**src/rtl/tts_pkg.sv**
```systemverilog
// shared constants and types of the rgba8 texture tile swizzle
`default_nettype none
package tts_pkg;

	localparam int MAX_WIDTH   = 1024;
	localparam int TILE_SIDE   = 4;
	localparam int STORE_DEPTH = TILE_SIDE * MAX_WIDTH;
	localparam int ADDR_W      = $clog2(STORE_DEPTH);
	localparam int COL_W       = $clog2(MAX_WIDTH);
	localparam int SUB_W       = $clog2(TILE_SIDE);
	localparam int TIDX_W      = COL_W - SUB_W;
	localparam int MAX_TILES   = MAX_WIDTH / TILE_SIDE;
	localparam int MAX_STRIPS  = 256;
	localparam int STRIP_W     = $clog2(MAX_STRIPS);
	localparam int CFG_W       = 9;
	localparam int CFG_IDX_W   = 2;
	localparam int CHAN_W      = 8;
	localparam int PIX_W       = 4 * CHAN_W;
	localparam int HALF_W      = PIX_W / 2;
	localparam int TEXELS      = TILE_SIDE * TILE_SIDE;
	localparam int TILE_WORDS  = 2 * TEXELS;
	localparam int WCNT_W      = $clog2(TILE_WORDS);
	localparam int QDEPTH      = 2;
	localparam int QPTR_W      = $clog2(QDEPTH);
	localparam int OF_DEPTH    = 4;
	localparam int OF_PTR_W    = $clog2(OF_DEPTH);
	localparam int OF_CNT_W    = OF_PTR_W + 1;

	localparam logic [CFG_IDX_W-1:0] REG_WIDTH_IN_TILES  = CFG_IDX_W'(0);
	localparam logic [CFG_IDX_W-1:0] REG_HEIGHT_IN_TILES = CFG_IDX_W'(1);

	localparam logic [SUB_W-1:0] LAST_SUB = SUB_W'(TILE_SIDE - 1);

	typedef struct packed {
		logic [TIDX_W-1:0] idx;
		logic              last_img;
	} tts_tile_t;

	typedef struct packed {
		logic [QDEPTH-1:0]            vld;
		tts_tile_t [QDEPTH-1:0]       ent;
	} tts_qview_t;

	typedef struct packed {
		logic      busy;
		tts_tile_t cur;
	} tts_bview_t;

	typedef struct packed {
		logic              we;
		logic [ADDR_W-1:0] addr;
		logic [PIX_W-1:0]  data;
	} tts_wr_t;

	typedef struct packed {
		logic [HALF_W-1:0] texel_pair;
		logic              last_of_tile;
		logic              end_of_image;
	} tts_word_t;

endpackage
`default_nettype wire

```
**src/rtl/tts_if.sv**
```systemverilog
// pixel and output word channel interfaces
`default_nettype none
interface tts_pixel_if;
	import tts_pkg::*;
	logic              valid;
	logic              ready;
	logic [CHAN_W-1:0] red;
	logic [CHAN_W-1:0] green;
	logic [CHAN_W-1:0] blue;
	logic [CHAN_W-1:0] alpha;

	modport source (output valid, red, green, blue, alpha, input ready);
	modport sink (input valid, red, green, blue, alpha, output ready);
endinterface

`default_nettype wire

```
**src/rtl/tts_front.sv**
```systemverilog
// raster counters, config registers, store writes and tile classification
`default_nettype none
module tts_front
	import tts_pkg::*;
(
	input  wire logic                 clk,
	input  wire logic                 arst_n,
	input  wire logic                 cfg_we,
	input  wire logic [CFG_IDX_W-1:0] cfg_idx,
	input  wire logic [CFG_W-1:0]     cfg_wdata,
	tts_pixel_if.sink                 pixel,
	input  wire tts_qview_t           qview,
	input  wire tts_bview_t           bview,
	output tts_wr_t                   wr,
	output logic                      push,
	output tts_tile_t                 push_tile
);

	logic [CFG_W-1:0]   width_q;
	logic [CFG_W-1:0]   height_q;
	logic [COL_W-1:0]   col_q;
	logic [SUB_W-1:0]   row_q;
	logic [STRIP_W-1:0] strip_q;

	logic [TIDX_W-1:0]  wlast;
	logic [STRIP_W-1:0] hlast;
	logic [TIDX_W-1:0]  col_tile;
	logic               row_end;
	logic               fire;
	logic               conflict;
	logic               q_full;
	logic               accept;

	always_ff @(posedge clk or negedge arst_n) begin
		if (!arst_n) begin
			width_q  <= CFG_W'(1);
			height_q <= CFG_W'(1);
		end else if (cfg_we) begin
			unique case (cfg_idx)
				REG_WIDTH_IN_TILES:  width_q  <= cfg_wdata;
				REG_HEIGHT_IN_TILES: height_q <= cfg_wdata;
				default: ;
			endcase
		end
	end

	always_comb begin
		if (width_q == '0) begin
			wlast = '0;
		end else if (width_q >= CFG_W'(MAX_TILES)) begin
			wlast = TIDX_W'(MAX_TILES - 1);
		end else begin
			wlast = TIDX_W'(width_q - CFG_W'(1));
		end
		if (height_q == '0) begin
			hlast = '0;
		end else if (height_q >= CFG_W'(MAX_STRIPS)) begin
			hlast = STRIP_W'(MAX_STRIPS - 1);
		end else begin
			hlast = STRIP_W'(height_q - CFG_W'(1));
		end
	end

	assign col_tile = col_q[COL_W-1:SUB_W];
	assign row_end  = (col_tile > wlast) || (col_tile == wlast && col_q[SUB_W-1:0] == LAST_SUB);
	assign fire     = row_q == LAST_SUB && col_q[SUB_W-1:0] == LAST_SUB && col_tile <= wlast;
	assign q_full   = &qview.vld;

	// rows above the last one must not overwrite a tile still waiting to be read
	always_comb begin
		conflict = bview.busy && bview.cur.idx == col_tile;
		for (int i = 0; i < QDEPTH; i++) begin
			if (qview.vld[i] && qview.ent[i].idx == col_tile) begin
				conflict = 1'b1;
			end
		end
		if (row_q == LAST_SUB) begin
			conflict = 1'b0;
		end
	end

	assign pixel.ready = !conflict && !(fire && q_full);
	assign accept      = pixel.valid && pixel.ready;

	assign wr.we   = accept;
	assign wr.addr = {row_q, col_q};
	assign wr.data = {pixel.alpha, pixel.red, pixel.green, pixel.blue};

	assign push               = accept && fire;
	assign push_tile.idx      = col_tile;
	assign push_tile.last_img = col_tile == wlast && strip_q >= hlast;

	always_ff @(posedge clk or negedge arst_n) begin
		if (!arst_n) begin
			col_q   <= '0;
			row_q   <= '0;
			strip_q <= '0;
		end else if (accept) begin
			if (row_end) begin
				col_q <= '0;
				if (row_q == LAST_SUB) begin
					row_q   <= '0;
					strip_q <= (strip_q >= hlast) ? '0 : strip_q + STRIP_W'(1);
				end else begin
					row_q <= row_q + SUB_W'(1);
				end
			end else begin
				col_q <= col_q + COL_W'(1);
			end
		end
	end

endmodule
`default_nettype wire

```
**src/flat_wrapper.sv**
```systemverilog
// flat-port wrapper written by rule: the top's interface ports become plain ports
module tts_front_flat import tts_pkg::*;
  (clk, arst_n, cfg_we, cfg_idx, cfg_wdata, qview, bview, wr, push, push_tile, pixel_valid, pixel_red, pixel_green, pixel_blue, pixel_alpha, pixel_ready);
  tts_pixel_if pixel_i ();
  input  wire logic clk;
  input  wire logic arst_n;
  input  wire logic cfg_we;
  input  wire logic [CFG_IDX_W-1:0] cfg_idx;
  input  wire logic [CFG_W-1:0] cfg_wdata;
  input  wire tts_qview_t qview;
  input  wire tts_bview_t bview;
  output tts_wr_t wr;
  output logic push;
  output tts_tile_t push_tile;
  input wire logic [$bits(pixel_i.valid)-1:0] pixel_valid;
  input wire logic [$bits(pixel_i.red)-1:0] pixel_red;
  input wire logic [$bits(pixel_i.green)-1:0] pixel_green;
  input wire logic [$bits(pixel_i.blue)-1:0] pixel_blue;
  input wire logic [$bits(pixel_i.alpha)-1:0] pixel_alpha;
  output wire logic [$bits(pixel_i.ready)-1:0] pixel_ready;
  assign pixel_i.valid = pixel_valid;
  assign pixel_i.red = pixel_red;
  assign pixel_i.green = pixel_green;
  assign pixel_i.blue = pixel_blue;
  assign pixel_i.alpha = pixel_alpha;
  assign pixel_ready = pixel_i.ready;
  tts_front u_core (.clk(clk), .arst_n(arst_n), .cfg_we(cfg_we), .cfg_idx(cfg_idx), .cfg_wdata(cfg_wdata), .pixel(pixel_i), .qview(qview), .bview(bview), .wr(wr), .push(push), .push_tile(push_tile));
endmodule
```
**config.mk**
```make
export PLATFORM = sky130hd
export DESIGN_NAME = tts_front_flat
export DESIGN_NICKNAME = d
export VERILOG_FILES = /design/src/rtl/tts_pkg.sv /design/src/rtl/tts_if.sv /design/src/rtl/tts_front.sv /design/src/flat_wrapper.sv
export SDC_FILE = /design/constraint.sdc
export NUM_CORES = 1
export LEC_CHECK = 0
export ABC_AREA = 1
export BUFFER_PORTS_ARGS = -buffer_cell sky130_fd_sc_hd__buf_4
export CORE_MARGIN = 10
export CORE_UTILIZATION = 50
export CTS_CLUSTER_DIAMETER = 50
export DETAILED_ROUTE_END_ITERATION = 8
export HOLD_SLACK_MARGIN = 0.12
export MAX_ROUTING_LAYER = met4
export PLACE_DENSITY = 0.82
export SLEW_MARGIN = 20
export SYNTH_ARGS = -nofsm -noshare
export SYNTH_HDL_FRONTEND = slang
export SYNTH_SLANG_ARGS = --single-unit
```
**constraint.sdc**
```tcl
create_clock -name clk -period 3.4 [get_ports clk]
set_input_delay 0.51 -clock clk [delete_from_list [all_inputs] [get_ports clk]]
set_output_delay 0.51 -clock clk [all_outputs]
set_load 0.02 [all_outputs]
```
==> metrics.md <==
| Metric | Value |
|---|---|
| Worst Max-Slew Pin Slew | 0.549 ns |
| Top cells by area, synth | dfrtp_1, nand2_1, buf_4 |
| Relative max-transition margin | 63.3% |
| # H-tree levels | 2 |
| FP Rows | 29 |
| Final Hold Viols | 0 |
| Die Area | ~11000 sq um |
| Layout cells sized above 1 | between 20% and 30% |
| Worst EP arrival | 2.72 ns |
| GRT Total Usage | 15.8% |
| CTS sink count | 38 |
| Vias after detailed routing | around 3100 |
| Worst reg-to-reg path cell count | 15 |
| Most frequent cell after synthesis | nand2_1 |
| Lkg Pwr | 2.11 nW |
| Share of the synthesized area in the top cell type | 26.5% |
| Nets | 621 |
| Post-DR wirelength/cell | 14.0 um |
| Largest net degree at the start of global routing | 39 |
| TritonCTS buffer count | 5 |
| Number of detailed-routing iterations run before antenna repair | 5 |
| Critical Path RT | slightly below 3 ns |
| Hpwl dp | ~6500 um |
| First-pass GRT wire length | 13400 um |
| Placed inst area | 3650 sq um |
| CTS tree | built |
| Flop pwr share | between 30% and 40% |
| Crit end category | output pin |
| Pins Over Slew Limit | 0 |
| Mapped Cells | just under 500 |
| Register area share after synthesis | roughly 28% |
| Element type at the critical path start | register |
| FF-to-FF End | u_core.strip_q[6] |
| Seq cells post-synth | 38 |
| Fmax achieved | 310 MHz |
| Fin area | 3860 sq um |
| PD cells | slightly below 600 nW/um^2 |
| Post-route clock period utilization | ~95% |
| Fin util | 59.5% |
| CTS Hold Bufs | 0 |
| IO buf count | 65 |
| Die W | 102 um |
| Gp weighted congestion | 0.920 |
| Reg2reg setup slack | about 0.46 ns |
| NetSw | 1.02 mW |
| Die H | 102 um |
| Ys async rst share | 100% |
| First DRT Iteration DRCs | 158 |
| Top cells by count, synth | nand2_1, inv_1, nor2_1, buf_4, dfrtp_1 |
| Top FF cell, synth | dfrtp_1 |
| P&R area growth vs syn | 13.6% |
| DRC | 0 |
| Fin crit period | 3.23 ns |
| Synth Warn # | 0 |
| Fillers | ~570 |
| Vias per std cell | 5.23 |
| Vias in the first global route | slightly above 3000 |
| Setup TNS | 0 ns |
| Initial core utilization | 52.4% |
| Root Buffer | clkbuf_8 |
| Diode count | 0 |
| Final setup skew | 0.00519 ns |
| Sw frac | 45.3% |
| Syn Std Cell Area | approximately 3400 sq um |
| Syn Area/Cell | 6.91 sq um |
| Setup violators final | 0 |
| Setup CP Type | register to output pin |
| Syn nets | 591 |
| MaxCap Viol Count | 0 |
| Final wirelength | between 8000 and 9000 um |
| RR Startpoint | u_core.width_q[0] |
| CTS Buffer Depth | 2 |
| Synth area leader | dfrtp_1 |
| Combinational Power Share | 50.2% |
| IR drop worst, VDD | roughly 0.36 mV |
| Placeable Area | 6490 sq um |
| Status | completed |
| Clock latency on the worst-skew pair | 0.29 ns |
| Distinct cells, synth | 38 |
| Pint | between 1 and 1.5 mW |
| Min-Delay Path Class | primary input to asynchronous set/reset pin |
| Clk slew on worst S/H paths | 0.07 ns |
| Power share of the clock group | between 15 and 20% |
| Antenna Violating Nets Remaining | 0 |
| Remaining Overflow, GRT | 0 |
| Crit path max fanout | 8 |
| # IOs | 133 |
| Number of enable flip-flop cells after synthesis | 0 |
| Initial antenna violation count | 0 |
==> routing by layer <==
metal	wire (um)	up-vias	track usage (%)
met5	0	-	-
met2	3920	122	26.7
li1	-	1570	-
met1	3460	1414	17.1
met4	213	0	6.72
met3	788	32	4.52
==> critical path, stage by stage (launching register included) <==
cell	delay [ns]
dfstp_2	0.53
inv_1	0.07
ha_1	0.20
nand4_1	0.26
o21ai_1	0.12
ha_1	0.30
nand2_1	0.10
o21a_1	0.21
nand2_1	0.08
nand2_2	0.09
nand3_4	0.09
nand3_2	0.12
nor2_2	0.10
buf_4	0.14
==> area by class of cell <==
| class | count | area [sq um] | area share [%] |
|---|---|---|---|
| multi-input combinational | 337 | 1920 | 49.6 |
| sequential | 38 | 956 | 24.7 |
| timing repair buffer | 70 | 526 | 13.6 |
| inverter | 70 | 263 | 6.80 |
| tap | 77 | 96.3 | 2.49 |
| clock buffer | 5 | 68.8 | 1.78 |
| clock inverter | 3 | 40.0 | 1.04 |
==> power groups by stage <==
stage | Sequential [mW] | Combinational, mW | Clock, mW
finish | 0.739 | 1.13 | 0.380
global route | 0.761 | 1.27 | 0.411
CTS | 0.730 | 1.08 | 0.385
detailed placement | 0.740 | 1.07 | 0
global placement | 0.733 | 1.02 | 0
floorplan | 0.747 | 0.783 | 0
==> what timing repair did <==
| action | in CTS | in global routing |
|---|---|---|
| endpoints found under the hold margin | 0 | 0 |
| setup endpoints to repair | 2 | 4 |
| pin swaps | 1 | 7 |
| gates resized for setup | 1 | 24 |
| cloned | 0 | 0 |
| buffers inserted | 0 | 2 |
==> cell usage in the layout (no fill, tap or decap), drive strengths merged, types with 3 or more instances in the layout <==
| master | count |
|---|---|
| nor2 | 49 |
| nor3 | 4 |
| a21oi | 10 |
| xnor2 | 3 |
| or2 | 3 |
| o31ai | 3 |
| clkbuf | 5 |
| nand4 | 5 |
| nand3 | 21 |
| o21ai | 49 |
| buf | 70 |
| inv | 70 |
| dfrtp | 36 |
| xor2 | 17 |
| ha | 22 |
| nand2 | 139 |
==> sequential cells by signal, indices dropped and copies added (netlist names) <==
register and flops:
u_core.col_q 10, u_core.row_q 2, u_core.height_q 9, u_core.strip_q 8, u_core.width_q 9
==> kinds of logic after synthesis <==
group / synth area share [%]
AOI/OAI and AO/OA: 11.9
and+or+nand+nor: 28.6
DFF: 28.0
adders and majority gates: 8.09
buffers and inverters: 18.3
xor gates and xnor gates: 5.15
==> through the flow <==
| stage | std cells | worst slack, ns | power (mW) | hold WS [ns] |
|---|---|---|---|---|
| after global routing | 600 | -0.0329 | 2.44 | 0.197 |
| after detailed placement | 590 | 0.288 | 1.81 | 0.483 |
| final | 600 | 0.173 | 2.25 | 0.181 |
| after global placement | 590 | 0.345 | 1.75 | 0.472 |
| after CTS | 598 | 0.0272 | 2.19 | 0.190 |
| after floorplan | 492 | 0.410 | 1.53 | 0.214 |
==> worst max-delay path by stage <==
stage | from | depth (start not counted) | end
6_report | u_core.width_q[0] | 13 | push
5_1_grt | u_core.width_q[0] | 14 | push
4_1_cts | u_core.width_q[0] | 13 | push
3_5_place_dp | u_core.width_q[0] | 13 | push
3_3_place_gp | u_core.width_q[0] | 13 | push
2_1_floorplan | u_core.width_q[0] | 14 | wr[44]
(Power assumes the default switching activity.)
