`src/rtl/tts_pkg.sv`:
```
// shared constants and types of the rgba8 texture tile swizzle
`default_nettype none
package tts_pkg;

	localparam int MAX_WIDTH   = 1024;
	localparam int TILE_SIDE   = 4;
	localparam int STORE_DEPTH = TILE_SIDE * MAX_WIDTH;
	localparam int ADDR_W      = $clog2(STORE_DEPTH);
	localparam int COL_W       = $clog2(MAX_WIDTH);
	localparam int SUB_W       = $clog2(TILE_SIDE);
	localparam int TIDX_W      = COL_W - SUB_W;
	localparam int MAX_TILES   = MAX_WIDTH / TILE_SIDE;
	localparam int MAX_STRIPS  = 256;
	localparam int STRIP_W     = $clog2(MAX_STRIPS);
	localparam int CFG_W       = 9;
	localparam int CFG_IDX_W   = 2;
	localparam int CHAN_W      = 8;
	localparam int PIX_W       = 4 * CHAN_W;
	localparam int HALF_W      = PIX_W / 2;
	localparam int TEXELS      = TILE_SIDE * TILE_SIDE;
	localparam int TILE_WORDS  = 2 * TEXELS;
	localparam int WCNT_W      = $clog2(TILE_WORDS);
	localparam int QDEPTH      = 2;
	localparam int QPTR_W      = $clog2(QDEPTH);
	localparam int OF_DEPTH    = 4;
	localparam int OF_PTR_W    = $clog2(OF_DEPTH);
	localparam int OF_CNT_W    = OF_PTR_W + 1;

	localparam logic [CFG_IDX_W-1:0] REG_WIDTH_IN_TILES  = CFG_IDX_W'(0);
	localparam logic [CFG_IDX_W-1:0] REG_HEIGHT_IN_TILES = CFG_IDX_W'(1);

	localparam logic [SUB_W-1:0] LAST_SUB = SUB_W'(TILE_SIDE - 1);

	typedef struct packed {
		logic [TIDX_W-1:0] idx;
		logic              last_img;
	} tts_tile_t;

	typedef struct packed {
		logic [QDEPTH-1:0]            vld;
		tts_tile_t [QDEPTH-1:0]       ent;
	} tts_qview_t;

	typedef struct packed {
		logic      busy;
		tts_tile_t cur;
	} tts_bview_t;

	typedef struct packed {
		logic              we;
		logic [ADDR_W-1:0] addr;
		logic [PIX_W-1:0]  data;
	} tts_wr_t;

	typedef struct packed {
		logic [HALF_W-1:0] texel_pair;
		logic              last_of_tile;
		logic              end_of_image;
	} tts_word_t;

endpackage
`default_nettype wire

```
`src/rtl/tts_if.sv`:
```
// pixel and output word channel interfaces
`default_nettype none


interface tts_word_if;
	import tts_pkg::*;
	logic              valid;
	logic              ready;
	logic [HALF_W-1:0] texel_pair;
	logic              last_of_tile;
	logic              end_of_image;

	modport source (output valid, texel_pair, last_of_tile, end_of_image, input ready);
	modport sink (input valid, texel_pair, last_of_tile, end_of_image, output ready);
endinterface
`default_nettype wire

```
`src/rtl/tts_back.sv`:
```
// tile read sequencer and output word buffer
`default_nettype none
module tts_back
	import tts_pkg::*;
(
	input  wire logic              clk,
	input  wire logic              arst_n,
	input  wire logic              head_vld,
	input  wire tts_tile_t         head,
	output logic                   pop,
	output logic                   rd_en,
	output logic      [ADDR_W-1:0] rd_addr,
	input  wire logic [PIX_W-1:0]  rd_data,
	output tts_bview_t             bview,
	tts_word_if.source             tile_word
);

	logic               busy_q;
	tts_tile_t          cur_q;
	logic [WCNT_W-1:0]  word_q;
	logic               rd_vld_s1;
	logic               half_s1;
	logic               lt_s1;
	logic               eoi_s1;

	tts_word_t [OF_DEPTH-1:0] of_q;
	logic [OF_PTR_W-1:0] of_wr_q;
	logic [OF_PTR_W-1:0] of_rd_q;
	logic [OF_CNT_W-1:0] of_cnt_q;

	logic      space;
	logic      issue;
	logic      last_word;
	logic      out_pop;
	tts_word_t push_word;

	assign space     = ({1'b0, of_cnt_q} + (OF_CNT_W + 1)'(rd_vld_s1)) < (OF_CNT_W + 1)'(OF_DEPTH);
	assign issue     = busy_q && space;
	assign last_word = word_q == WCNT_W'(TILE_WORDS - 1);
	assign pop       = head_vld && (!busy_q || (issue && last_word));

	// word bits: texel index low, color half on top
	assign rd_en   = issue;
	assign rd_addr = {word_q[SUB_W+SUB_W-1:SUB_W], cur_q.idx, word_q[SUB_W-1:0]};

	assign bview.busy = busy_q;
	assign bview.cur  = cur_q;

	always_ff @(posedge clk) begin
		if (pop) begin
			cur_q <= head;
		end
		half_s1 <= word_q[WCNT_W-1];
		lt_s1   <= last_word;
		eoi_s1  <= last_word && cur_q.last_img;
	end

	always_ff @(posedge clk or negedge arst_n) begin
		if (!arst_n) begin
			busy_q    <= 1'b0;
			word_q    <= '0;
			rd_vld_s1 <= 1'b0;
		end else begin
			rd_vld_s1 <= issue;
			if (pop) begin
				busy_q <= 1'b1;
				word_q <= '0;
			end else if (issue) begin
				word_q <= word_q + WCNT_W'(1);
				if (last_word) begin
					busy_q <= 1'b0;
				end
			end
		end
	end

	assign push_word.texel_pair   = half_s1 ? rd_data[HALF_W-1:0] : rd_data[PIX_W-1:HALF_W];
	assign push_word.last_of_tile = lt_s1;
	assign push_word.end_of_image = eoi_s1;

	assign out_pop                = tile_word.valid && tile_word.ready;
	assign tile_word.valid        = of_cnt_q != '0;
	assign tile_word.texel_pair   = of_q[of_rd_q].texel_pair;
	assign tile_word.last_of_tile = of_q[of_rd_q].last_of_tile;
	assign tile_word.end_of_image = of_q[of_rd_q].end_of_image;

	always_ff @(posedge clk) begin
		if (rd_vld_s1) begin
			of_q[of_wr_q] <= push_word;
		end
	end

	always_ff @(posedge clk or negedge arst_n) begin
		if (!arst_n) begin
			of_wr_q  <= '0;
			of_rd_q  <= '0;
			of_cnt_q <= '0;
		end else begin
			if (rd_vld_s1) begin
				of_wr_q <= of_wr_q + OF_PTR_W'(1);
			end
			if (out_pop) begin
				of_rd_q <= of_rd_q + OF_PTR_W'(1);
			end
			priority if (rd_vld_s1 && !out_pop) begin
				of_cnt_q <= of_cnt_q + OF_CNT_W'(1);
			end else if (!rd_vld_s1 && out_pop) begin
				of_cnt_q <= of_cnt_q - OF_CNT_W'(1);
			end else begin
				of_cnt_q <= of_cnt_q;
			end
		end
	end

endmodule
`default_nettype wire

```
`src/flat_wrapper.sv`:
```
// flat-port wrapper written by rule: the top's interface ports become plain ports
module tts_back_flat import tts_pkg::*;
  (clk, arst_n, head_vld, head, pop, rd_en, rd_addr, rd_data, bview, tile_word_valid, tile_word_texel_pair, tile_word_last_of_tile, tile_word_end_of_image, tile_word_ready);
  tts_word_if tile_word_i ();
  input  wire logic clk;
  input  wire logic arst_n;
  input  wire logic head_vld;
  input  wire tts_tile_t head;
  output logic pop;
  output logic rd_en;
  output logic      [ADDR_W-1:0] rd_addr;
  input  wire logic [PIX_W-1:0] rd_data;
  output tts_bview_t bview;
  output wire logic [$bits(tile_word_i.valid)-1:0] tile_word_valid;
  output wire logic [$bits(tile_word_i.texel_pair)-1:0] tile_word_texel_pair;
  output wire logic [$bits(tile_word_i.last_of_tile)-1:0] tile_word_last_of_tile;
  output wire logic [$bits(tile_word_i.end_of_image)-1:0] tile_word_end_of_image;
  input wire logic [$bits(tile_word_i.ready)-1:0] tile_word_ready;
  assign tile_word_valid = tile_word_i.valid;
  assign tile_word_texel_pair = tile_word_i.texel_pair;
  assign tile_word_last_of_tile = tile_word_i.last_of_tile;
  assign tile_word_end_of_image = tile_word_i.end_of_image;
  assign tile_word_i.ready = tile_word_ready;
  tts_back u_core (.clk(clk), .arst_n(arst_n), .head_vld(head_vld), .head(head), .pop(pop), .rd_en(rd_en), .rd_addr(rd_addr), .rd_data(rd_data), .bview(bview), .tile_word(tile_word_i));
endmodule
```
`config.mk`:
```
export PLATFORM = sky130hd
export DESIGN_NAME = tts_back_flat
export DESIGN_NICKNAME = d
export VERILOG_FILES = /design/src/rtl/tts_pkg.sv /design/src/rtl/tts_if.sv /design/src/rtl/tts_back.sv /design/src/flat_wrapper.sv
export SDC_FILE = /design/constraint.sdc
export NUM_CORES = 1
export LEC_CHECK = 0
export BUFFER_PORTS_ARGS = -buffer_cell sky130_fd_sc_hd__buf_4
export CORE_MARGIN = 2
export CORE_UTILIZATION = 58
export CTS_CLUSTER_SIZE = 30
export DETAILED_ROUTE_END_ITERATION = 8
export PLACE_DENSITY = 0.84
export SYNTH_ARGS = -nofsm -noshare
export SYNTH_HDL_FRONTEND = slang
export SYNTH_SLANG_ARGS = --single-unit
```
`constraint.sdc`:
```
create_clock -name clk -period 5.05 [get_ports clk]
set_clock_uncertainty 0.15 [all_clocks]
set_input_delay 1.01 -clock clk [delete_from_list [all_inputs] [get_ports clk]]
set_output_delay 1.01 -clock clk [all_outputs]
set_load 0.005 [all_outputs]
```
==> tab_implementation.tex <==
\begin{tabular}{lr}
\hline
Metric & Value \\
\hline
\multicolumn{2}{l}{\textbf{Clocking}} \\
\quad Number of buffers added by the clock tree synthesis step & 9 \\
\quad Count of cells resized by post-cts repair & 0 \\
\quad H-tree lvl count & 3 \\
\quad Total setup buffers inserted after CTS & 0 \\
\quad Worst-case clock buffer depth & 2 \\
\quad CTS sink cnt & 98 \\
\quad CTS tree & built \\
\quad Hold buffers post-CTS & 0 \\
\quad Insertion delay to the later sink of the worst-skew pair & 0.35 ns \\
\quad Root buffer selected by CTS & sky130\_fd\_sc\_hd\_\_clkbuf\_8 \\
\quad Clock-pin slew reported for the worst setup and hold paths after clock tree synthesis & 0.09 ns \\
\multicolumn{2}{l}{\textbf{Worst hold path}} \\
\quad Worst Hold Path Cells & 0 \\
\quad Class of the worst hold path & reg -> reg \\
\multicolumn{2}{l}{\textbf{Floorplan}} \\
\quad Row count & 30 \\
\quad Effective utilization at floorplan & 0.599 \\
\quad Total die area & 0.00766 mm2 \\
\quad Area of the placeable core & 0.00676 mm2 \\
\quad Die Span Y & 87.5 um \\
\quad Die W & 87.5 um \\
\quad Number of ports placed on the die boundary & 88 \\
\multicolumn{2}{l}{\textbf{Timing}} \\
\quad Worst-margin pin slew & 0.922 ns \\
\quad Relative max-transition margin & 0.385 \\
\quad Fin. max-slew vios & 0 \\
\quad Achievable clock frequency & 0.276 GHz \\
\quad Final setup violation count & 0 \\
\quad Number of hold-slack violations in the final timing report & 0 \\
\quad Final TNS setup & 0 ns \\
\quad RSZ-0062 raised after global routing & false \\
\quad Final Critical Period & 3.62 ns \\
\quad Period utilisation layout & 0.717 \\
\multicolumn{2}{l}{\textbf{GRT}} \\
\quad Final global-route overflow total & 0 \\
\quad Wire length of the first global-routing pass & 10.3 mm \\
\quad Number of antenna violations at the first check in global routing & 0 \\
\quad Overall global routing resource usage & 0.185 \\
\quad Number of global-route vias before repair & 2110 \\
\quad Largest net degree at the start of global routing & 20 \\
\multicolumn{2}{l}{\textbf{Flow run}} \\
\quad Max-cap violations & 0 \\
\multicolumn{2}{l}{\textbf{Routing}} \\
\quad Initial DRC count & 162 \\
\quad Count of unresolved DRC violations after routing & 0 \\
\quad Initial DRT Pass Iterations & 4 \\
\quad Per-cell routed wire length & 17.7 um \\
\quad Vias/cell & 5.57 \\
\quad WL final & 6.62 mm \\
\quad Routed via count & 2090 \\
\quad Routed Antenna Nets & 0 \\
\multicolumn{2}{l}{\textbf{Layout}} \\
\quad Net count reported at finish & 343 \\
\quad Post-route design area & 0.00485 mm2 \\
\quad Proportion of layout cells with a drive suffix above 1 & 0.508 \\
\quad Number of antenna diodes & 0 \\
\quad Growth of design area from synthesis to finish & 20.0\% \\
\multicolumn{2}{l}{\textbf{Logic synthesis}} \\
\quad Most used standard cell by instance count after synthesis & sky130\_fd\_sc\_hd\_\_edfxtp\_1 \\
\quad Mean cell area of the mapped netlist & 19.1 um2 \\
\quad Cell count after synthesis & 212 \\
\quad Nets in the synthesized netlist & 265 \\
\quad Yosys top cell area share & 0.601 \\
\quad Yosys warns & 0 \\
\quad Number of flops mapped to enable cells by yosys & 81 \\
\quad Most frequent cells after synthesis & sky130\_fd\_sc\_hd\_\_edfxtp\_1 (81), sky130\_fd\_sc\_hd\_\_mux4\_2 (18), sky130\_fd\_sc\_hd\_\_buf\_4 (17), sky130\_fd\_sc\_hd\_\_mux2\_2 (17), sky130\_fd\_sc\_hd\_\_dfrtp\_1 (14) \\
\quad Largest cells by area after synthesis & sky130\_fd\_sc\_hd\_\_edfxtp\_1 (60\%), sky130\_fd\_sc\_hd\_\_mux4\_2 (10\%), sky130\_fd\_sc\_hd\_\_dfrtp\_1 (8.7\%) \\
\quad Count of cell types in the netlist & 32 \\
\quad Yosys reg bits & 98 \\
\quad Top flip-flop cell by instance count after synthesis & sky130\_fd\_sc\_hd\_\_edfxtp\_1 \\
\quad Post-synth design cell area & 0.00405 mm2 \\
\quad Seq/Total Area, Yosys & 0.703 \\
\quad Post-synthesis async set-or-reset flop share & 0.143 \\
\quad Biggest area consumer among synthesized cells & sky130\_fd\_sc\_hd\_\_edfxtp\_1 \\
\multicolumn{2}{l}{\textbf{Setup path}} \\
\quad Cells on worst reg2reg path & 5 \\
\quad Crit. End Element & output pin \\
\quad CP Launch Type & flip-flop \\
\quad Worst EP arrival & 2.46 ns \\
\quad Maximum fanout along the worst path & 14 \\
\quad Required time of the critical path & 3.89 ns \\
\quad Classification of the worst setup path & reg -> out \\
\multicolumn{2}{l}{\textbf{Placement}} \\
\quad Instance area after placement & 0.00465 mm2 \\
\quad DP Wirelength & 4.49 mm \\
\quad Number of port buffers & 87 \\
\quad Global placement routability congestion & 0.722 \\
\multicolumn{2}{l}{\textbf{Power and ir drop}} \\
\quad Reported leakage power & 1.85 nW \\
\quad Power per standard cell area & 543 mW/mm2 \\
\quad Largest voltage drop on the vdd net & 0.350 mV \\
\multicolumn{2}{l}{\textbf{Outcome}} \\
\quad Result of the run & finished clean \\
\hline
\end{tabular}
-- metrics by stage --
stage           util  total power [W]  cells  hold slack, ns  setup WS [ns]
2_1_floorplan      -          0.00183    212           0.217           2.18
3_3_place_gp   0.689          0.00214    359           0.238           1.73
3_5_place_dp   0.689          0.00217    359           0.249           1.72
4_1_cts        0.719          0.00266    375           0.270           1.41
5_1_grt        0.719          0.00279    375           0.289           1.28
6_report       0.719          0.00263    375           0.275           1.43
-- cells by family after synthesis --
logic type	count (synthesis)	synth area share
DFF	98	0.703
muxes	35	0.147
buffers and inverters	28	0.0445
and+or+nand+nor	24	0.0448
AOI/OAI and AO/OA	13	0.0210
adders and majority gates	8	0.0266
xor gates and xnor gates	6	0.0130
-- critical path, stage by stage, from the launching register on --
cell and delay (ns):
sky130_fd_sc_hd__dfrtp_1 0.41, sky130_fd_sc_hd__ha_1 0.20, sky130_fd_sc_hd__and3_1 0.17, sky130_fd_sc_hd__ha_1 0.25, sky130_fd_sc_hd__nor2b_4 0.07, sky130_fd_sc_hd__nor4_4 0.77
sky130_fd_sc_hd__buf_4 0.23
-- report_power, final --
group / switching, W / internal (W)
Clock: 0.000257 / 0.000242
Sequential: 0.000149 / 0.00114
Combinational: 0.000369 / 0.000483
-- final cells by class --
| type | count | area, um2 |
|---|---|---|
| clock buffer | 10 | 138 |
| clock inverter | 6 | 63.8 |
| fill | 424 | 1900 |
| inverter | 7 | 26.3 |
| multi-input combinational | 86 | 1020 |
| sequential | 98 | 2840 |
| tap | 80 | 100 |
| timing repair buffer | 88 | 661 |
-- state kept, by name, indices dropped and copies added, names as in the netlist --
name              count
u_core.lt_s1          1
u_core.rd_vld_s1      1
u_core.of_wr_q        2
u_core.of_rd_q        2
u_core.half_s1        1
u_core.of_cnt_q       3
u_core.eoi_s1         1
u_core.of_q          72
u_core.bview          9
u_core.word_q         5
u_core.busy_q         1
-- final timing paths --
path,startpoint,endpoint,slack [ns]
min in group asynchronous,arst_n,u_core.word_q[2],0.34
max in group asynchronous,arst_n,u_core.of_rd_q[0],4.23
min reg2reg,u_core.word_q[4],u_core.half_s1,0.27
max,u_core.word_q[0],pop,1.43
max reg2reg,u_core.word_q[0],u_core.bview[4],2.66
min,u_core.word_q[4],u_core.half_s1,0.27
-- cells in the final DEF (no fill, tap or decap), drive strengths merged, types with 3 or more instances in the layout --
master / n
a21oi: 4
xnor2: 3
ha: 7
clkbuf: 10
o21ai: 4
mux4: 18
inv: 8
dfxtp: 3
nand3: 4
and2: 6
xor2: 3
edfxtp: 81
buf: 88
dfrtp: 14
mux2: 17
-- layer usage --
layer	vias up	share of wire	routed length [um]	global-route usage
met5	-	0	0	0
met4	0	0.0085	56	0.0629
met3	8	0.060	398	0.0398
met2	68	0.53	3490	0.315
met1	1040	0.40	2670	0.238
li1	974	-	-	-
No activity file was read; power rests on OpenSTA's default activity.
