<file path="config.mk">
export PLATFORM = sky130hd
export DESIGN_NAME = tts_tile_queue
export DESIGN_NICKNAME = d
export VERILOG_FILES = /design/src/rtl/tts_pkg.sv /design/src/rtl/tts_tile_queue.sv
export SDC_FILE = /design/constraint.sdc
export NUM_CORES = 1
export LEC_CHECK = 0
export BUFFER_PORTS_ARGS = -buffer_cell sky130_fd_sc_hd__buf_4
export CORE_UTILIZATION = 30
export DETAILED_ROUTE_END_ITERATION = 8
export GPL_TIMING_DRIVEN = 0
export PLACE_DENSITY = 0.56
export SYNTH_ARGS = -nofsm -noshare
export SYNTH_HDL_FRONTEND = slang
export SYNTH_SLANG_ARGS = --single-unit
</file>
<file path="constraint.sdc">
create_clock -name clk -period 1.93 [get_ports clk]
set_clock_uncertainty 0.15 [all_clocks]
set_input_delay 0.386 -clock clk [delete_from_list [all_inputs] [get_ports clk]]
set_output_delay 0.386 -clock clk [all_outputs]
set_load 0.005 [all_outputs]
</file>
<file path="src/rtl/tts_pkg.sv">
// shared constants and types of the rgba8 texture tile swizzle
`default_nettype none
package tts_pkg;

	localparam int MAX_WIDTH   = 1024;
	localparam int TILE_SIDE   = 4;
	localparam int STORE_DEPTH = TILE_SIDE * MAX_WIDTH;
	localparam int ADDR_W      = $clog2(STORE_DEPTH);
	localparam int COL_W       = $clog2(MAX_WIDTH);
	localparam int SUB_W       = $clog2(TILE_SIDE);
	localparam int TIDX_W      = COL_W - SUB_W;
	localparam int MAX_TILES   = MAX_WIDTH / TILE_SIDE;
	localparam int MAX_STRIPS  = 256;
	localparam int STRIP_W     = $clog2(MAX_STRIPS);
	localparam int CFG_W       = 9;
	localparam int CFG_IDX_W   = 2;
	localparam int CHAN_W      = 8;
	localparam int PIX_W       = 4 * CHAN_W;
	localparam int HALF_W      = PIX_W / 2;
	localparam int TEXELS      = TILE_SIDE * TILE_SIDE;
	localparam int TILE_WORDS  = 2 * TEXELS;
	localparam int WCNT_W      = $clog2(TILE_WORDS);
	localparam int QDEPTH      = 2;
	localparam int QPTR_W      = $clog2(QDEPTH);
	localparam int OF_DEPTH    = 4;
	localparam int OF_PTR_W    = $clog2(OF_DEPTH);
	localparam int OF_CNT_W    = OF_PTR_W + 1;

	localparam logic [CFG_IDX_W-1:0] REG_WIDTH_IN_TILES  = CFG_IDX_W'(0);
	localparam logic [CFG_IDX_W-1:0] REG_HEIGHT_IN_TILES = CFG_IDX_W'(1);

	localparam logic [SUB_W-1:0] LAST_SUB = SUB_W'(TILE_SIDE - 1);

	typedef struct packed {
		logic [TIDX_W-1:0] idx;
		logic              last_img;
	} tts_tile_t;

	typedef struct packed {
		logic [QDEPTH-1:0]            vld;
		tts_tile_t [QDEPTH-1:0]       ent;
	} tts_qview_t;

	typedef struct packed {
		logic      busy;
		tts_tile_t cur;
	} tts_bview_t;

	typedef struct packed {
		logic              we;
		logic [ADDR_W-1:0] addr;
		logic [PIX_W-1:0]  data;
	} tts_wr_t;

	typedef struct packed {
		logic [HALF_W-1:0] texel_pair;
		logic              last_of_tile;
		logic              end_of_image;
	} tts_word_t;

endpackage
`default_nettype wire

</file>
<file path="src/rtl/tts_tile_queue.sv">
// short queue of completed tiles between front and back
`default_nettype none
module tts_tile_queue
	import tts_pkg::*;
(
	input  wire logic      clk,
	input  wire logic      arst_n,
	input  wire logic      push,
	input  wire tts_tile_t push_tile,
	input  wire logic      pop,
	output logic           head_vld,
	output tts_tile_t      head,
	output tts_qview_t     qview
);

	tts_tile_t [QDEPTH-1:0] ent_q;
	logic [QDEPTH-1:0]      vld_q;
	logic [QPTR_W-1:0]      wr_ptr_q;
	logic [QPTR_W-1:0]      rd_ptr_q;

	assign head_vld  = vld_q[rd_ptr_q];
	assign head      = ent_q[rd_ptr_q];
	assign qview.vld = vld_q;
	assign qview.ent = ent_q;

	always_ff @(posedge clk) begin
		if (push) begin
			ent_q[wr_ptr_q] <= push_tile;
		end
	end

	always_ff @(posedge clk or negedge arst_n) begin
		if (!arst_n) begin
			vld_q    <= '0;
			wr_ptr_q <= '0;
			rd_ptr_q <= '0;
		end else begin
			if (pop) begin
				vld_q[rd_ptr_q] <= 1'b0;
				rd_ptr_q        <= rd_ptr_q + QPTR_W'(1);
			end
			if (push) begin
				vld_q[wr_ptr_q] <= 1'b1;
				wr_ptr_q        <= wr_ptr_q + QPTR_W'(1);
			end
		end
	end

endmodule
`default_nettype wire

</file>
==> results.md, run 1 <==
- CTS tree: built
- Pre-CTS setup slack: 0.155 ns
- P_sw: 425 µW
- Switching share of power: 0.269
- Clock power frac: 0.122
- GPL Wtd Cong: 0.696
- Hold Crit Class: in -> reg
- Skew-Pair Late Insertion Delay: 0.29 ns
- Flops & latches, synth: 22
- CP Class: reg -> out
- Share of cells above drive strength 1: 0.659
- Internal: 1150 µW
- Synth Warn #: 0
- CTS H-tree lvls: 1
- Final Routed Wirelength: 1.44 mm
- Minimum clock period: 1.86 ns
- Num CTS Buffers: 3
- Highest clock rate: 536 MHz
- Leak: 0.000551 µW
- Die Y: 55.3 µm
- Starting DRT DRC Count: 9
- Largest net degree at the start of global routing: 12
- Crit Path Max Fanout: 10
- Final Max Tran Viols: 0
- Initial antenna violation count: 0
- Reg clk slew, reported paths: 0.11 ns
- Critical Path AT: 1.33 ns
- Drt drc: 0
- Run status: completed
- Post-DP Area: 1200 µm²
- Vias in the first global route: 472
- Area delta synth->final: 46.5%
- Sink Count: 22
- Startpoint type of the worst setup path: flip-flop
- Routed wire per std cell: 12.2 µm
- Synth unique cells: 11
- Syn Nets: 54
- Synth Area per Inst: 20.8 µm²
- Combinational share of power: 0.427
- Sequential fraction of the synthesis area: 0.752
- ANT nets after route: 0
- I/O pin cnt: 43
- Max-Cap Viols: 0
- Fin nets: 103
- Core Area: 2590 µm²
- Final Cell Area: 1250 µm²
- Maximum VDD drop: 613 µV
- Post-route insts no fill: 118
- Final period utilization: 0.966
- Rows: 18
- P per Cell Area: 1260 nW/µm²
- First-pass GRT wire length: 2.31 mm
- Required time of the critical path: 1.39 ns
- WHS: 0.114 ns
- Crit end category: output pin
- Number of buffers added on ports: 42
- # fillers: 227
- Final Hold Fails: 0
- Relative slew slack: 0.389
- Worst slew pin tran: 0.915 ns
- Cells after DPL: 113
- CTS root buf: clkbuf_4
- Die width: 55.3 µm
- Vias per cell: 4.47
- Drt first pass iters: 2
- Global Route Usage Sum: 0.101
- Clk buf depth: 2
- Flop pwr share: 0.451
- Total global routing overflow: 0
- Total inserted antenna cells: 0
- Starting Density: 0.329
- Final setup margin: 0.0656 ns
- Endpoints failing setup: 0
- Cell Area, Synth: 852 µm²
- Mapped Cells: 41
- Die area: 3060 µm²
- Via count: 528
[cell families after synthesis]
group / after synthesis / synth area share
buf+inv: 1 / 0.0132
simple gates: 4 / 0.0294
mux: 10 / 0.167
flops: 22 / 0.752
xor+xnor: 2 / 0.0206
compound gates: 2 / 0.0176
[layout by cell type (no fill, tap or decap), types with 2 or more instances in the layout]
cell type,netlist,final
buf_4,0,43
edfxtp_1,18,18
mux2_4,8,8
dfrtp_1,4,4
clkbuf_4,0,3
a21o_1,2,2
mux2_2,2,2
xor2_1,2,2
[final timing paths]
check | startpoint | to | slack [ns] | cells past startpoint
worst max register to register | wr_ptr_q | qview[8] | 0.28 | 1
max in group asynchronous | arst_n | wr_ptr_q | 1.27 | 2
worst max-delay path | rd_ptr_q | head_vld | 0.07 | 3
worst min-delay path | push | wr_ptr_q | 0.11 | 2
worst min register to register | wr_ptr_q | wr_ptr_q | 0.35 | 1
min in group asynchronous | arst_n | vld_q[0] | 0.27 | 2
[metrics by stage]
step	TNS [ns]	utilization	total power (µW)
6_report	0	0.482	1580
5_1_grt	-0.00589	0.482	1680
4_1_cts	0	0.478	1570
3_5_place_dp	0	0.465	1380
3_3_place_gp	0	0.465	1380
2_1_floorplan	0	-	1050
[cells in the mapped netlist]
cell type,number,share of area
a21o_1,2,0.018
mux2_2,2,0.026
mux2_4,8,0.14
nor2b_1,1,0.0073
xor2_1,2,0.021
nand2_2,1,0.0073
edfxtp_1,18,0.63
nand2b_1,1,0.0073
and2_1,1,0.0073
buf_6,1,0.013
dfrtp_1,4,0.12
[flip-flops by register name (all words and copies together) (netlist names)]
register	count
qview	18
vld_q	2
rd_ptr_q	1
wr_ptr_q	1
[per-layer routing]
metal,vias to the layer above,GRT usage,part of all wire
met5,-,0,0
met1,249,0.115,0.40
met2,27,0.164,0.51
met4,0,0.0750,0.028
met3,4,0.0258,0.060
li1,248,-,-
[power groups by stage]
stage          logic (µW)  registers (µW)  clock network [µW]
6_report              675             712                 193
3_5_place_dp          656             726                   0
3_3_place_gp          655             723                   0
5_1_grt               725             723                 228
2_1_floorplan         320             725                   0
4_1_cts               658             716                 200
[area by class of cell]
type | count | area [µm²] | share of cell area
buffer | 1 | 15.0 | 0.0120
clock buffer | 3 | 22.5 | 0.0180
multi-input combinational | 18 | 200 | 0.160
sequential | 22 | 641 | 0.513
tap | 30 | 37.5 | 0.0301
timing repair buffer | 44 | 333 | 0.267
[repair_timing]
item / 4_1_cts / 5_1_grt
setup buffers: 0 / 1
setup endpoints to repair: 0 / 8
hold buffers: 1 / 0
resized for setup: 0 / 1
endpoints found under the hold margin: 4 / 0
[critical path: stages, from the launching register on]
cell and delay [ns]:
dfrtp_1 0.41, buf_8 0.18, mux2_4 0.31, buf_4 0.14
Power figures use the tool's default switching activity.
==> inputs of run 2 (changes only) <==
- ABC_AREA: not set -> 1
==> run 2 against run 1 <==
- non-clock buffer count unchanged
- utilization down 0.41 points
- fmax grew 8.7%
- largest cell class unchanged
==> results.md, run 2 <==
- Run status: completed
- Cell Area, Synth: 838 µm²
- Post-DP HPWL: 1.23 mm
- Rows: 18
- Post-synth EDFFs: 18
- Mapped Cells: 68
- Area delta synth->final: 46.4%
- Endpoints failing setup: 0
- Synth Area in Simple Gates: 0.170
- First-pass GRT wire length: 2.40 mm
- Worst R2R Path Depth: 3
- ANT nets after route: 0
- Register area: 641 µm²
- Final Max Tran Viols: 0
- Syn Nets: 81
- Hold Path Depth: 1
- Crit end category: output pin
- Compound-Gate Fraction of Synth Area: 0
- Max-Cap Viols: 0
- Relative slew slack: 0.738
- Critical Path AT: 1.18 ns
- Postcts setup bufs: 0
- Cells after DPL: 140
- Starting DRT DRC Count: 2
- Post-DP Area: 1190 µm²
- Share of cells above drive strength 1: 0.417
- Final Cell Area: 1230 µm²
- WHS Endpoint: qview[14]
- Top post-synthesis cells by count: nand2_1, edfxtp_1, dfrtp_1, inv_1
- Synth Warn #: 0
- Vias per cell: 4.34
- Mux cell area share after synthesis: 0
- Via count: 629
- Flop pwr share: 0.452
- Final Hold Fails: 0
- Maximum VDD drop: 713 µV
- Final Routed Wirelength: 1.72 mm
- Flops & latches, synth: 22
- Post-cts repair resize count: 0
- Fin nets: 129
- Routed wire per std cell: 11.8 µm
- Multi-input logic area: 160 µm²
- CTS H-tree lvls: 1
- Drt drc: 0
- Vias in the first global route: 539
- Worst R2R Start: wr_ptr_q
- Largest net degree at the start of global routing: 13
- Sink Count: 22
- Worst slew pin tran: 0.392 ns
- Die Y: 54.9 µm
- Post-route setup TNS: 0 ns
- Critical R2R Capture: qview[3]
- Highest clock rate: 583 MHz
- GPL Wtd Cong: 0.688
- Switching share of power: 0.318
- CTS tree: built
- Number of buffers added on ports: 42
- Commonest cells after routing, fill and taps aside: buf_4, nand2_1, edfxtp_1, dfrtp_1
- Die width: 54.9 µm
- Largest family of logic cells by synthesized area: simple AND/OR/NAND/NOR gates
- Clock power frac: 0.130
- CP Class: reg -> out
- Core Area: 2570 µm²
- Post-synthesis adder-cell area fraction: 0
- Starting Density: 0.327
- Post-route insts no fill: 145
- Ys async rst share: 0.182
- CTS root buf: clkbuf_4
- Number of flip-flops under the largest register name: 18
- Total inserted antenna cells: 0
- RSZ-0062 raised after global routing: no
- Share of the synthesized area in the top cell type: 0.645
- Skew-Pair Late Insertion Delay: 0.30 ns
- Leak: 0.000593 µW
- P_sw: 504 µW
- Hold Crit Class: in -> reg
- R2R Setup Slk: 0.64 ns
- I/O pin cnt: 43
- Synth unique cells: 7
- Initial antenna violation count: 0
- Top cell type by total area after synthesis: edfxtp_1
- Required time of the critical path: 1.39 ns
- Combinational share of power: 0.418
- Sequential fraction of the synthesis area: 0.764
- Most common cell after layout, fill and taps aside: buf_4
- Synth area leaders: edfxtp_1, nand2_1, dfrtp_1
- # fillers: 237
- Total global routing overflow: 0
- Drt first pass iters: 4
- Global Route Usage Sum: 0.127
- Final period utilization: 0.889
- Internal: 1080 µW
- Num CTS Buffers: 3
- Most common cell in the synthesized netlist: nand2_1
- Reg clk slew, reported paths: 0.11 ns
- Synth Area per Inst: 12.3 µm²
- P per Cell Area: 1290 nW/µm²
- Minimum clock period: 1.72 ns
- Top FF cell, synth: edfxtp_1
- Die area: 3010 µm²
- HP Start: push_tile[5]
- Clk buf depth: 2
- XOR/XNOR Fraction of Synth Area: 0.0209
- Startpoint type of the worst setup path: flip-flop
- Crit Path Max Fanout: 10
[run 2: cell count changes after synthesis, sizes merged]
| cell | previous run | this run |
|---|---|---|
| mux2 | 10 | 0 |
| nand2b | 1 | 0 |
| and2 | 1 | 0 |
| inv | 0 | 4 |
| nor2b | 1 | 0 |
| a21o | 2 | 0 |
| buf | 1 | 2 |
| nand2 | 1 | 38 |
[run 2: metal layers]
layer  vias up  part of all wire  GRT usage
met4         0             0.021     0.0983
met3         4             0.063     0.0444
met1       286              0.42      0.149
li1        310                 -          -
met2        29              0.50      0.187
met5         -                 0          0
[run 2: cell families (layout without fill, tap and decap cells)]
kind of cell,Yosys count,in the layout
flip-flops,22,22
AND/OR/NAND/NOR,38,38
XOR/XNOR,2,2
buffers and inverters,6,53
[run 2: stage by stage]
step	utilization	worst slack, ns	hold slack, ns	power [µW]
detailed placement	0.464	0.546	0.0377	1400
finish	0.478	0.214	0.114	1580
floorplan	-	0.702	-0.0596	1010
global route	0.478	0.110	0.0777	1730
global placement	0.464	0.551	0.0350	1390
CTS	0.478	0.195	0.101	1610
[run 2: power by group through the flow]
stage / sequential (µW) / clock (µW) / combinational [µW]
after global routing: 732 / 243 / 753
after floorplan: 729 / 0 / 282
after CTS: 717 / 217 / 679
final: 715 / 206 / 660
after detailed placement: 727 / 0 / 674
after global placement: 725 / 0 / 662
[run 2: critical path, stage by stage (launching register included)]
cell	delay [ns]
dfrtp_1	0.44
inv_2	0.08
buf_6	0.13
nand2_1	0.06
nand2_1	0.06
buf_4	0.10
[run 2: cell type report]
cell class,count,area share
sequential,22,0.522
timing repair buffer,43,0.265
multi-input combinational,40,0.130
tap,30,0.0306
clock buffer,4,0.0214
buffer,2,0.0183
inverter,4,0.0122
[run 2: repair_timing]
action,CTS,global route
endpoints found under the setup margin,0,0
endpoints found under the hold margin,4,0
hold buffers,1,0
[run 2: worst max path at each step]
stage | from | end | slack (ns) | depth (start not counted)
CTS | rd_ptr_q | head[0] | 0.20 | 5
floorplan | rd_ptr_q | head_vld | 0.70 | 4
global route | rd_ptr_q | head[2] | 0.11 | 5
finish | rd_ptr_q | head[1] | 0.21 | 5
global placement | rd_ptr_q | head[2] | 0.55 | 5
detailed placement | rd_ptr_q | head[0] | 0.55 | 5
==> inputs of run 3 (changes only) <==
- ABC_CLOCK_PERIOD_IN_PS: not set -> 1930
- CORE_UTILIZATION: 30 -> 35
- GPL_ROUTABILITY_DRIVEN: not set -> 0
- PLACE_DENSITY: 0.56 -> 0.63
==> run 3 against run 2 <==
- critical path depth stayed put
- clock-buffer cell count decreased by 1
- flip-flop and latch count is the same
- utilization is 7.0 points higher
- total power down 0.12%
- critical endpoint is now head[0]
==> results.md, run 3 (synthesized netlist as in run 2, its figures left out) <==
- Final period utilization: 0.893
- HP Start: push_tile[2]
- Clk buf depth: 2
- Crit end category: output pin
- Final Hold Fails: 0
- Endpoints failing setup: 0
- Starting DRT DRC Count: 6
- CP max stage cell: dfrtp_1
- Sink Count: 22
- CTS H-tree lvls: 1
- Die Y: 50.9 µm
- Post-DP HPWL: 1.18 mm
- Global Route Usage Sum: 0.148
- Final Routed Wirelength: 1.60 mm
- P per Cell Area: 1290 nW/µm²
- Total inserted antenna cells: 0
- Post-route setup TNS: 0 ns
- Initial antenna violation count: 0
- Fin nets: 129
- Cell mode on critical path: nand2_1
- Startpoint type of the worst setup path: flip-flop
- Most common cell after layout, fill and taps aside: buf_4
- Via count: 624
- Max-Cap Viols: 0
- Number of flip-flops under the largest register name: 18
- Skew-Pair Late Insertion Delay: 0.30 ns
- Reg clk slew, reported paths: 0.11 ns
- Highest clock rate: 581 MHz
- Share of cells above drive strength 1: 0.417
- Critical R2R Capture: qview[0]
- Area delta synth->final: 46.1%
- Minimum clock period: 1.72 ns
- Core Area: 2230 µm²
- Routed wire per std cell: 11.2 µm
- Num CTS Buffers: 3
- Number of buffers added on ports: 42
- Starting Density: 0.375
- Cell Chain, Critical Path: inv_2 > buf_6 > nand2_1 > nand2_1 > buf_4
- Crit path largest cell delay: 0.45 ns
- CTS root buf: clkbuf_4
- Drt drc: 0
- Crit Path Max Fanout: 10
- Worst slew pin tran: 0.385 ns
- Leak: 0.000593 µW
- Hold Path Depth: 1
- Worst R2R Path Depth: 3
- CTS tree: built
- I/O pin cnt: 43
- ANT nets after route: 0
- Largest net degree at the start of global routing: 13
- Die area: 2590 µm²
- Worst R2R Start: wr_ptr_q
- Top delay family on crit path: flip-flops
- Run status: completed
- Die width: 50.9 µm
- Relative slew slack: 0.743
- Vias in the first global route: 623
- Maximum VDD drop: 757 µV
- Drt first pass iters: 4
- Critical path buffers and inverters: 3
- Commonest cells after routing, fill and taps aside: buf_4, nand2_1, edfxtp_1, dfrtp_1
- Total global routing overflow: 0
- # fillers: 194
- Hold Crit Class: in -> reg
- CP Class: reg -> out
- Vias per cell: 4.36
- First-pass GRT wire length: 2.73 mm
- RSZ-0062 raised after global routing: no
- WHS Endpoint: qview[2]
- Rows: 17
- Total chip power: 1580 µW
- Required time of the critical path: 1.39 ns
- Final Max Tran Viols: 0
- Critical Path AT: 1.19 ns
- R2R Setup Slk: 0.61 ns
run 3: changes by cell type in the layout (fill, tap and decap cells not counted):
cell      delta
clkinv_1     +1
clkbuf_1     -1
run 3: report_power, final:
| part | internal, µW | switching, µW |
|---|---|---|
| Combinational | 352 | 305 |
| Sequential | 645 | 71.1 |
| Clock | 75.4 | 131 |
| Total | 1070 | 507 |
run 3: how the worst max path moves through the flow:
stage / from / to / slack (ns) / cells past startpoint
5_1_grt: rd_ptr_q / head[3] / 0.11 / 5
4_1_cts: rd_ptr_q / head[0] / 0.19 / 5
3_3_place_gp: push / qview[12] / 0.56 / 3
2_1_floorplan: rd_ptr_q / head_vld / 0.70 / 4
6_report: rd_ptr_q / head[0] / 0.21 / 5
3_5_place_dp: rd_ptr_q / head_vld / 0.54 / 5
run 3: cell type report:
cell class / count / area [µm²] / area share
tap: 28 / 35.0 / 0.0286
clock buffer: 3 / 22.5 / 0.0184
buffer: 2 / 22.5 / 0.0184
multi-input combinational: 40 / 160 / 0.131
sequential: 22 / 641 / 0.523
inverter: 4 / 15.0 / 0.0123
timing repair buffer: 43 / 325 / 0.266
clock inverter: 1 / 3.75 / 0.00306
run 3: metal layers:
layer | global-route usage | vias up | share of wire
li1 | - | 312 | -
met4 | 0.0833 | 0 | 0.018
met5 | 0 | - | 0
met1 | 0.168 | 284 | 0.42
met3 | 0.0208 | 4 | 0.050
met2 | 0.263 | 24 | 0.51
run 3: timing repair:
| item | in CTS | in global routing |
|---|---|---|
| gates resized for setup | 0 | 0 |
| buffers inserted | 0 | 0 |
| hold buffers | 1 | 0 |
| hold endpoints to repair | 4 | 0 |
run 3: per-stage QoR:
step            util  hold slack, ns  worst slack, ns  std cells  area (µm²)
5_1_grt        0.548          0.0912            0.109        143        1220
6_report       0.548           0.110            0.207        143        1220
4_1_cts        0.548           0.103            0.190        143        1220
2_1_floorplan      -         -0.0596            0.702         68         838
3_3_place_gp   0.532          0.0334            0.555        138        1190
3_5_place_dp   0.532          0.0360            0.542        138        1190
